**config.mk**
```make
export PLATFORM = sky130hd
export DESIGN_NAME = x86_16_mov_decoder_top
export DESIGN_NICKNAME = d
export VERILOG_FILES = /design/src/design/xmd_pkg.sv /design/src/design/xmd_in_reg.sv /design/src/design/xmd_decode.sv /design/src/design/xmd_out_reg.sv /design/src/design/x86_16_mov_decoder_top.sv
export SDC_FILE = /design/constraint.sdc
export NUM_CORES = 1
export LEC_CHECK = 0
export ABC_AREA = 1
export BUFFER_PORTS_ARGS = -buffer_cell sky130_fd_sc_hd__buf_4
export CORE_ASPECT_RATIO = 0.75
export CORE_MARGIN = 4
export CORE_UTILIZATION = 35
export DETAILED_ROUTE_END_ITERATION = 8
export GPL_TIMING_DRIVEN = 0
export PLACE_DENSITY = 0.63
export SKIP_LAST_GASP = 1
export SLEW_MARGIN = 20
export SYNTH_ARGS = -nofsm -noshare
export SYNTH_HDL_FRONTEND = slang
export SYNTH_SLANG_ARGS = --single-unit
```
**constraint.sdc**
```tcl
create_clock -name clk_i -period 5.8 [get_ports clk_i]
set_input_delay 0.58 -clock clk_i [delete_from_list [all_inputs] [get_ports clk_i]]
set_output_delay 0.58 -clock clk_i [all_outputs]
set_load 0.03 [all_outputs]
```
**src/design/xmd_pkg.sv**
```systemverilog
// Shared types, opcode patterns and length helpers for the MOV-subset decoder.
package xmd_pkg;

  // Instruction forms
  localparam logic [2:0] FORM_RM_REG  = 3'd0;
  localparam logic [2:0] FORM_IMM_REG = 3'd1;
  localparam logic [2:0] FORM_IMM_RM  = 3'd2;
  localparam logic [2:0] FORM_MEM_ACC = 3'd3;
  localparam logic [2:0] FORM_ACC_MEM = 3'd4;

  // Record status codes
  localparam logic [1:0] STAT_OK        = 2'd0;
  localparam logic [1:0] STAT_UNKNOWN   = 2'd1;
  localparam logic [1:0] STAT_TRUNCATED = 2'd2;
  localparam logic [1:0] STAT_ILLEGAL   = 2'd3;

  // Opcode prefixes, matched against the top bits of the byte
  localparam logic [5:0] OPC_RM_REG  = 6'b100010;
  localparam logic [3:0] OPC_IMM_REG = 4'b1011;
  localparam logic [6:0] OPC_IMM_RM  = 7'b1100011;
  localparam logic [6:0] OPC_MEM_ACC = 7'b1010000;
  localparam logic [6:0] OPC_ACC_MEM = 7'b1010001;

  // ModRM r/m code that selects a direct address under mod 00
  localparam logic [2:0] RM_DIRECT = 3'b110;
  localparam logic [1:0] MOD_REG   = 2'b11;

  localparam int unsigned OUT_DATA_W = 56;
  localparam int unsigned OUT_USER_W = 2;

  typedef struct packed {
    logic [7:0] code_byte;
    logic       stream_end;
  } in_item_t;

  typedef struct packed {
    logic [2:0]         form;
    logic               word_op;
    logic               to_register;
    logic [1:0]         mode_field;
    logic [2:0]         reg_field;
    logic [2:0]         rm_field;
    logic               direct_address;
    logic signed [15:0] displacement;
    logic signed [15:0] immediate;
    logic [2:0]         length;
    logic [1:0]         status;
  } rec_t;

  // Displacement byte count for a form and ModRM byte
  function automatic logic [1:0] disp_len(input logic [2:0] form, input logic [7:0] modrm);
    logic [1:0] len;
    len = 2'd0;
    if (form == FORM_MEM_ACC || form == FORM_ACC_MEM) begin
      len = 2'd2;
    end else if (form == FORM_RM_REG || form == FORM_IMM_RM) begin
      case (modrm[7:6])
        2'b00:   len = (modrm[2:0] == RM_DIRECT) ? 2'd2 : 2'd0;
        2'b01:   len = 2'd1;
        2'b10:   len = 2'd2;
        default: len = 2'd0;
      endcase
    end
    return len;
  endfunction

  // Immediate byte count for a form and opcode byte
  function automatic logic [1:0] imm_len(input logic [2:0] form, input logic [7:0] opcode);
    logic [1:0] len;
    len = 2'd0;
    if (form == FORM_IMM_REG) begin
      len = opcode[3] ? 2'd2 : 2'd1;
    end else if (form == FORM_IMM_RM) begin
      len = opcode[0] ? 2'd2 : 2'd1;
    end
    return len;
  endfunction

  // Sign-extend a one-byte value, pass a word, zero when absent
  function automatic logic [15:0] sext_len(input logic [15:0] v, input logic [1:0] len);
    logic [15:0] r;
    case (len)
      2'd1:    r = {{8{v[7]}}, v[7:0]};
      2'd2:    r = v;
      default: r = 16'd0;
    endcase
    return r;
  endfunction

endpackage

```
**src/design/xmd_in_reg.sv**
```systemverilog
// Input register stage holding one stream byte ahead of the decoder.
module xmd_in_reg (
  input  logic              clk_i,
  input  logic              rst_ni,
  input  logic              in_valid_i,
  output logic              in_ready_o,
  input  xmd_pkg::in_item_t in_item_i,
  output logic              item_valid_o,
  output xmd_pkg::in_item_t item_o,
  input  logic              take_i
);

  logic              valid_q, valid_d;
  xmd_pkg::in_item_t item_q;
  logic              load;

  // Accept when empty or when the held item moves on this cycle
  assign in_ready_o = !valid_q || take_i;
  assign load       = in_valid_i && in_ready_o;

  always_comb begin
    valid_d = valid_q;
    if (load) begin
      valid_d = 1'b1;
    end else if (take_i) begin
      valid_d = 1'b0;
    end
  end

  always_ff @(posedge clk_i or negedge rst_ni) begin
    if (!rst_ni) begin
      valid_q <= 1'b0;
    end else begin
      valid_q <= valid_d;
    end
  end

  // Capture the payload on accept
  always_ff @(posedge clk_i) begin
    if (load) begin
      item_q <= in_item_i;
    end
  end

  assign item_valid_o = valid_q;
  assign item_o       = item_q;

endmodule

```
**src/design/xmd_decode.sv**
```systemverilog
// Decoder state and per-byte record logic for the MOV subset.
module xmd_decode (
  input  logic              clk_i,
  input  logic              rst_ni,
  input  logic              item_valid_i,
  input  xmd_pkg::in_item_t item_i,
  input  logic              space_i,
  output logic              take_o,
  output logic              rec_valid_o,
  output xmd_pkg::rec_t     rec_o
);

  logic [2:0]  pos_q, pos_d;
  logic [2:0]  need_q, need_d;
  logic [7:0]  op_q, op_d;
  logic [7:0]  modrm_q, modrm_d;
  logic [15:0] disp_q, disp_d;
  logic [15:0] imm_q, imm_d;
  logic [2:0]  form_q, form_d;

  logic [7:0]  b;
  logic [2:0]  seen_n;
  logic [1:0]  dl_q, il_q, dl_n, il_n;
  logic [2:0]  ds, is;
  logic        err;
  logic [1:0]  err_status;
  logic [2:0]  err_form;
  logic [2:0]  err_len;
  xmd_pkg::rec_t rec;
  logic        rec_valid;

  assign b      = item_i.code_byte;
  assign take_o = item_valid_i && space_i;
  assign seen_n = pos_q + 3'd1;
  assign dl_q   = xmd_pkg::disp_len(form_q, modrm_q);
  assign il_q   = xmd_pkg::imm_len(form_q, op_q);
  assign ds     = (form_q == xmd_pkg::FORM_MEM_ACC || form_q == xmd_pkg::FORM_ACC_MEM)
                  ? 3'd1 : 3'd2;
  assign is     = (form_q == xmd_pkg::FORM_IMM_REG) ? 3'd1 : 3'd2 + {1'b0, dl_q};
  assign dl_n   = xmd_pkg::disp_len(form_d, modrm_d);
  assign il_n   = xmd_pkg::imm_len(form_d, op_d);

  // Next state for the byte at the head of the input stage
  always_comb begin
    op_d       = op_q;
    modrm_d    = modrm_q;
    disp_d     = disp_q;
    imm_d      = imm_q;
    form_d     = form_q;
    need_d     = need_q;
    err        = 1'b0;
    err_status = xmd_pkg::STAT_OK;
    err_form   = xmd_pkg::FORM_RM_REG;
    err_len    = 3'd0;
    if (pos_q == 3'd0) begin
      // Opcode phase: classify and start a fresh instruction
      op_d    = b;
      modrm_d = 8'd0;
      disp_d  = 16'd0;
      imm_d   = 16'd0;
      if (b[7:2] == xmd_pkg::OPC_RM_REG) begin
        form_d = xmd_pkg::FORM_RM_REG;
      end else if (b[7:4] == xmd_pkg::OPC_IMM_REG) begin
        form_d = xmd_pkg::FORM_IMM_REG;
      end else if (b[7:1] == xmd_pkg::OPC_IMM_RM) begin
        form_d = xmd_pkg::FORM_IMM_RM;
      end else if (b[7:1] == xmd_pkg::OPC_MEM_ACC) begin
        form_d = xmd_pkg::FORM_MEM_ACC;
      end else if (b[7:1] == xmd_pkg::OPC_ACC_MEM) begin
        form_d = xmd_pkg::FORM_ACC_MEM;
      end else begin
        form_d     = xmd_pkg::FORM_RM_REG;
        err        = 1'b1;
        err_status = xmd_pkg::STAT_UNKNOWN;
        err_form   = xmd_pkg::FORM_RM_REG;
        err_len    = 3'd1;
      end
      case (form_d)
        xmd_pkg::FORM_RM_REG,
        xmd_pkg::FORM_IMM_RM:  need_d = 3'd2;
        xmd_pkg::FORM_IMM_REG: need_d = 3'd1 + {1'b0, xmd_pkg::imm_len(form_d, b)};
        default:               need_d = 3'd3;
      endcase
    end else if (pos_q == 3'd1 &&
                 (form_q == xmd_pkg::FORM_RM_REG || form_q == xmd_pkg::FORM_IMM_RM)) begin
      // ModRM phase
      modrm_d = b;
      need_d  = 3'd2 + {1'b0, xmd_pkg::disp_len(form_q, b)} + {1'b0, il_q};
      if (form_q == xmd_pkg::FORM_IMM_RM && b[7:6] == xmd_pkg::MOD_REG) begin
        err        = 1'b1;
        err_status = xmd_pkg::STAT_ILLEGAL;
        err_form   = xmd_pkg::FORM_IMM_RM;
        err_len    = 3'd2;
      end
    end else begin
      // Displacement or immediate byte, little-endian
      if (dl_q != 2'd0 && pos_q >= ds && pos_q < ds + {1'b0, dl_q}) begin
        if (pos_q == ds) begin
          disp_d[7:0] = b;
        end else begin
          disp_d[15:8] = b;
        end
      end else if (il_q != 2'd0 && pos_q >= is && pos_q < is + {1'b0, il_q}) begin
        if (pos_q == is) begin
          imm_d[7:0] = b;
        end else begin
          imm_d[15:8] = b;
        end
      end
    end
  end

  // Build the record and the next byte position
  always_comb begin
    rec       = '0;
    rec_valid = 1'b0;
    pos_d     = seen_n;
    if (err) begin
      rec_valid  = 1'b1;
      rec.form   = err_form;
      rec.length = err_len;
      rec.status = err_status;
      pos_d      = 3'd0;
    end else if (seen_n >= need_d) begin
      rec_valid         = 1'b1;
      rec.form          = form_d;
      rec.word_op       = op_d[0];
      rec.mode_field    = modrm_d[7:6];
      rec.displacement  = xmd_pkg::sext_len(disp_d, dl_n);
      rec.immediate     = xmd_pkg::sext_len(imm_d, il_n);
      rec.length        = seen_n;
      rec.status        = xmd_pkg::STAT_OK;
      case (form_d)
        xmd_pkg::FORM_RM_REG: begin
          rec.to_register    = op_d[1];
          rec.reg_field      = modrm_d[5:3];
          rec.rm_field       = modrm_d[2:0];
          rec.direct_address = (modrm_d[7:6] == 2'b00) && (modrm_d[2:0] == xmd_pkg::RM_DIRECT);
        end
        xmd_pkg::FORM_IMM_REG: begin
          rec.word_op     = op_d[3];
          rec.to_register = 1'b1;
          rec.mode_field  = xmd_pkg::MOD_REG;
          rec.reg_field   = op_d[2:0];
        end
        xmd_pkg::FORM_IMM_RM: begin
          rec.rm_field       = modrm_d[2:0];
          rec.direct_address = (modrm_d[7:6] == 2'b00) && (modrm_d[2:0] == xmd_pkg::RM_DIRECT);
        end
        default: begin
          rec.to_register    = (form_d == xmd_pkg::FORM_MEM_ACC);
          rec.mode_field     = 2'b00;
          rec.rm_field       = xmd_pkg::RM_DIRECT;
          rec.direct_address = 1'b1;
        end
      endcase
      pos_d = 3'd0;
    end else if (item_i.stream_end) begin
      rec_valid  = 1'b1;
      rec.form   = form_d;
      rec.length = seen_n;
      rec.status = xmd_pkg::STAT_TRUNCATED;
      pos_d      = 3'd0;
    end
  end

  // Advance decoder state when the byte is taken from the input stage
  always_ff @(posedge clk_i or negedge rst_ni) begin
    if (!rst_ni) begin
      pos_q   <= 3'd0;
      need_q  <= 3'd0;
      op_q    <= 8'd0;
      modrm_q <= 8'd0;
      disp_q  <= 16'd0;
      imm_q   <= 16'd0;
      form_q  <= 3'd0;
    end else if (take_o) begin
      pos_q   <= pos_d;
      need_q  <= need_d;
      op_q    <= op_d;
      modrm_q <= modrm_d;
      disp_q  <= disp_d;
      imm_q   <= imm_d;
      form_q  <= form_d;
    end
  end

  assign rec_valid_o = rec_valid;
  assign rec_o       = rec;

`ifndef NO_ASSERTIONS
  a_pos_range: assert property (@(posedge clk_i) disable iff (!rst_ni)
    pos_q <= 3'd5)
    else $error("byte position past the longest instruction");
  a_rec_len: assert property (@(posedge clk_i) disable iff (!rst_ni)
    take_o && rec_valid |-> rec.length != 3'd0)
    else $error("record with zero length");
  a_rec_restart: assert property (@(posedge clk_i) disable iff (!rst_ni)
    take_o && rec_valid |=> pos_q == 3'd0)
    else $error("decoder not back in opcode phase after a record");
  a_err_clean: assert property (@(posedge clk_i) disable iff (!rst_ni)
    take_o && rec_valid && rec.status != xmd_pkg::STAT_OK
    |-> rec.displacement == 16'sd0 && rec.immediate == 16'sd0)
    else $error("error record carries operand data");
`endif

endmodule

```
**src/design/xmd_out_reg.sv**
```systemverilog
// Result register that holds one decoded record for the output stream.
module xmd_out_reg (
  input  logic                               clk_i,
  input  logic                               rst_ni,
  input  logic                               load_i,
  input  xmd_pkg::rec_t                      rec_i,
  output logic                               space_o,
  output logic                               out_valid_o,
  input  logic                               out_ready_i,
  output logic [xmd_pkg::OUT_DATA_W-1:0]     out_data_o,
  output logic [xmd_pkg::OUT_USER_W-1:0]     out_user_o
);

  logic          valid_q, valid_d;
  xmd_pkg::rec_t rec_q;

  // Room when empty or when the held record leaves this cycle
  assign space_o = !valid_q || out_ready_i;

  always_comb begin
    valid_d = valid_q;
    if (load_i) begin
      valid_d = 1'b1;
    end else if (out_ready_i) begin
      valid_d = 1'b0;
    end
  end

  always_ff @(posedge clk_i or negedge rst_ni) begin
    if (!rst_ni) begin
      valid_q <= 1'b0;
    end else begin
      valid_q <= valid_d;
    end
  end

  always_ff @(posedge clk_i) begin
    if (load_i) begin
      rec_q <= rec_i;
    end
  end

  // Pack fields from the lowest bit up, zero pad to whole bytes
  assign out_data_o = {7'd0,
                       rec_q.length,
                       rec_q.immediate,
                       rec_q.displacement,
                       rec_q.direct_address,
                       rec_q.rm_field,
                       rec_q.reg_field,
                       rec_q.mode_field,
                       rec_q.to_register,
                       rec_q.word_op,
                       rec_q.form};
  assign out_user_o  = rec_q.status;
  assign out_valid_o = valid_q;

endmodule

```
**src/design/x86_16_mov_decoder_top.sv**
```systemverilog
// MOV-subset 16-bit x86 decoder: one stream byte in, one decoded record per instruction.
// Bytes pass the input register; a completed record is held in the result register.
// Throughput: one byte per cycle; the decoder state updates in one pass per byte.
// Back-pressure on the output stalls input only once both stage registers are full.
// Reset (rst_ni low, asynchronous) empties both stages and returns to the opcode phase.
module x86_16_mov_decoder_top (
  input  logic        clk_i,
  input  logic        rst_ni,
  input  logic        s_axis_tvalid,
  output logic        s_axis_tready,
  input  logic [7:0]  s_axis_tdata,   // [7:0] code_byte
  input  logic        s_axis_tlast,   // stream_end
  output logic        m_axis_tvalid,
  input  logic        m_axis_tready,
  // [2:0] form, [3] word_op, [4] to_register, [6:5] mode_field, [9:7] reg_field,
  // [12:10] rm_field, [13] direct_address, [29:14] displacement,
  // [45:30] immediate, [48:46] length, [55:49] zero
  output logic [55:0] m_axis_tdata,
  output logic [1:0]  m_axis_tuser    // [1:0] status
);

  xmd_pkg::in_item_t in_item;
  xmd_pkg::in_item_t item;
  xmd_pkg::rec_t     rec;
  logic              item_valid;
  logic              take;
  logic              space;
  logic              rec_valid;

  assign in_item.code_byte  = s_axis_tdata;
  assign in_item.stream_end = s_axis_tlast;

  xmd_in_reg u_in_reg (
    .clk_i        (clk_i),
    .rst_ni       (rst_ni),
    .in_valid_i   (s_axis_tvalid),
    .in_ready_o   (s_axis_tready),
    .in_item_i    (in_item),
    .item_valid_o (item_valid),
    .item_o       (item),
    .take_i       (take)
  );

  xmd_decode u_decode (
    .clk_i        (clk_i),
    .rst_ni       (rst_ni),
    .item_valid_i (item_valid),
    .item_i       (item),
    .space_i      (space),
    .take_o       (take),
    .rec_valid_o  (rec_valid),
    .rec_o        (rec)
  );

  xmd_out_reg u_out_reg (
    .clk_i       (clk_i),
    .rst_ni      (rst_ni),
    .load_i      (take && rec_valid),
    .rec_i       (rec),
    .space_o     (space),
    .out_valid_o (m_axis_tvalid),
    .out_ready_i (m_axis_tready),
    .out_data_o  (m_axis_tdata),
    .out_user_o  (m_axis_tuser)
  );

endmodule

```
==> key figures <==
Status
  – Status: complete, no violations

Synthesis
  – Post-synth EDFFs: 60
  – Netlist cell types: 44
  – Xor/xnor share of the synthesized area: 0.00413
  – Gate Count Post-Synth: 726
  – Area contributors post-synth: edfxtp_1, dfrtp_1, nand2_1
  – Simple logic cell fraction of the synthesized area: 0.237
  – Post-synthesis adder-cell area fraction: 0.0484
  – Post-synthesis cell area: 0.00636 sq mm
  – Most common cell in the netlist: nand2_1
  – Compound-gate portion of the synthesized area: 0.115
  – Post-synth ARST share: 0.478
  – Synth cell count leaders: nand2_1, inv_1, o21ai_0
  – Register area share after synthesis: 0.500
  – Most common flop cell mapped by yosys: edfxtp_1
  – Post-synthesis area per instance: 8.76 sq um
  – #FFs+latches synth: 115
  – Largest family of logic cells by synthesized area: simple AND/OR/NAND/NOR gates
  – Cell taking the most area after synthesis: edfxtp_1
  – Synth top area share: 0.283
  – Yosys warning count: 0
  – Multiplexer area fraction after synthesis: 0

Route
  – DR DRC count: 0
  – Vias/cell: 5.09
  – Via count: 5454
  – Drt pass-1 iters: 5
  – ANT nets after route: 0
  – Final WL: 17.6 mm
  – DR WL/cell: 16.4 um
  – Number of DRC markers in iteration 0: 482

Clocking
  – CTS tree: built
  – TritonCTS Buffers: 17
  – Worst-skew pair later-pin latency: 0.42 ns
  – Total setup buffers inserted after CTS: 0
  – H-tree level count: 4
  – CTS root buf: clkbuf_16
  – Post-CTS sizing: 0
  – CTS Sinks: 115
  – Clk pin slew, worst setup/hold paths: 0.06 ns
  – Buffer depth of the longest clock path: 2
  – Hold Buf Count CTS: 0

Timing
  – Final Cycle Share: 0.691
  – Final setup viols: 0
  – Relative slew slack: 0.462
  – Fmax: 250 MHz
  – Sum Neg Setup Slack: 0 ns
  – Hold Vio Cnt, Final: 0
  – Unrepaired setup endpoints after global routing: false
  – Min Tclk post-route: 4.01 ns
  – Slew at the pin with the worst max-slew slack: 0.807 ns
  – Final Worst Setup Slack: 1.79 ns
  – Hold Worst Slack: 0.231 ns
  – Worst Skew: 0.0109 ns
  – Max-slew violations: 0

Floorplanning
  – Die Area: 0.0204 sq mm
  – Core Box Area: 0.0178 sq mm
  – IO Count: 73
  – Cell row count: 42
  – Die Span Y: 125 um
  – Starting density of the core: 0.358
  – Die extent in x: 164 um

Global routing
  – Largest net degree at the start of global routing: 56
  – Vias in the first global route: 5090
  – Grt total ovfl: 0
  – First-pass GRT wire length: 27.9 mm
  – Total global routing track utilization: 0.176
  – Initial antenna violation count: 0

Setup path
  – CP Launch Type: flip-flop
  – Reg2reg setup slack: 1.79 ns
  – Crit Path Category: flip-flop to flip-flop
  – Worst setup path endpoint: u_out_reg.out_data_o[3]
  – Required time worst endpoint: 5.96 ns
  – Critical path capture point type: flip-flop
  – Crit path from: u_decode.pos_q[0]
  – WP buf/inv: 6
  – Worst path cell trace: inv_1 -> ha_1 -> nand2_4 -> buf_2 -> buf_1 -> o211ai_1 -> ha_1 -> a21oi_1 -> o21ai_0 -> a31oi_1 -> inv_1 -> nor2_1 -> nand2_1 -> nand2_1 -> inv_2 -> buf_12
  – Crit path max fanout: 30
  – Reg-to-reg critical path startpoint: u_decode.pos_q[0]
  – Crit path DAT: 4.17 ns
  – Worst path top cell family by delay: buffers and inverters
  – Worst path max stage delay: 0.46 ns
  – Worst R2R End: u_out_reg.out_data_o[3]
  – Worst-case reg-to-reg path depth: 16
  – WP depth: 16
  – Critical Path Slowest Stage Cell: dfrtp_1

Hold path
  – Hold Path Class: input pin to async pin

Placement
  – Buffers added on ports: 65
  – Routability cong.: 0.931
  – Setup WS pre-CTS: 1.77 ns
  – HPWL Detailed: 12.4 mm

Cells and area
  – Final core utilization: 0.441
  – # diodes: 0
  – Final net count: 854
  – Area grow syn2layout: 23.1%
  – Proportion of layout cells with a drive suffix above 1: 0.202

Power
  – Pwr Total: 3.16 mW
  – P per Cell Area: 404 mW/mm^2
  – P_leak: 3.45 nW
  – Peak VDD IR: 226 uV

Run
  – Maxcap violations: 0
[report_power, final]
group / internal [mW] / switching (mW)
Combinational: 0.270 / 0.712
Clock: 0.742 / 0.386
Sequential: 0.995 / 0.0572
Total: 2.01 / 1.16
[metrics by stage]
| step | instances | instance area (sq um) |
|---|---|---|
| floorplan | 732 | 6380 |
| global placement | 1039 | 7170 |
| detailed placement | 1040 | 7190 |
| CTS | 1072 | 7830 |
| global route | 1072 | 7830 |
| finish | 1072 | 7830 |
[kinds of logic after synthesis]
logic type	after synthesis
compound gates	135
xor+xnor	3
fa+ha+maj	24
buf+inv	142
flops	115
other cells	1
simple gates	306
[how the worst min path moves through the flow]
stage                                 start                     to  slack (ns)  depth (start not counted)
final                                rst_ni      u_decode.imm_q[4]        0.23                          1
after floorplan                      rst_ni     u_decode.disp_q[0]        0.28                          0
after detailed placement   u_decode.op_q[2]       u_decode.op_q[2]        0.47                          2
after CTS                            rst_ni  u_in_reg.item_valid_o        0.26                          1
after global placement    u_decode.imm_q[6]      u_decode.imm_q[6]        0.46                          2
after global routing                 rst_ni      u_decode.imm_q[4]        0.28                          1
[cells in the final DEF (no fill, tap or decap), drive strengths merged, types with 2 or more instances in the layout]
cell type	n
clkinv	4
xnor2	2
and3	2
conb	7
or2	2
ha	23
nand2	155
edfxtp	60
nor2	47
nand3	42
a21oi	43
clkbuf	35
o21ai	79
nand4	55
dfrtp	55
buf	87
clkinvlp	3
a31oi	2
inv	107
o211ai	5
bufinv	4
nor3	3
o22ai	2
[area by class of cell]
class                      instances  area [sq um]
inverter                         106           400
clock inverter                    12           179
timing repair buffer              66           508
sequential                       115          3180
fill                            1727          9930
clock buffer                      20           457
multi-input combinational        475          2600
buffer                            36           201
tap                              242           303
[state kept, by name (all words and copies together), names as in the netlist]
name and count:
u_in_reg.item_o 9, u_in_reg.item_valid_o 1, u_decode.imm_q 16, u_out_reg.out_data_o 49, u_decode.disp_q 16, u_decode.form_q 3, u_decode.need_q 3, u_decode.modrm_q 8
u_out_reg.out_user_o 2, u_decode.op_q 4, u_decode.pos_q 3, u_out_reg.out_valid_o 1
[layer usage]
metal,up-vias,track usage,part of all wire
met2,215,0.234,0.41
met1,2585,0.274,0.50
li1,2632,-,-
met4,0,0.0468,0.013
met5,-,0,0
met3,22,0.0519,0.083
Power figures use the tool's default switching activity.
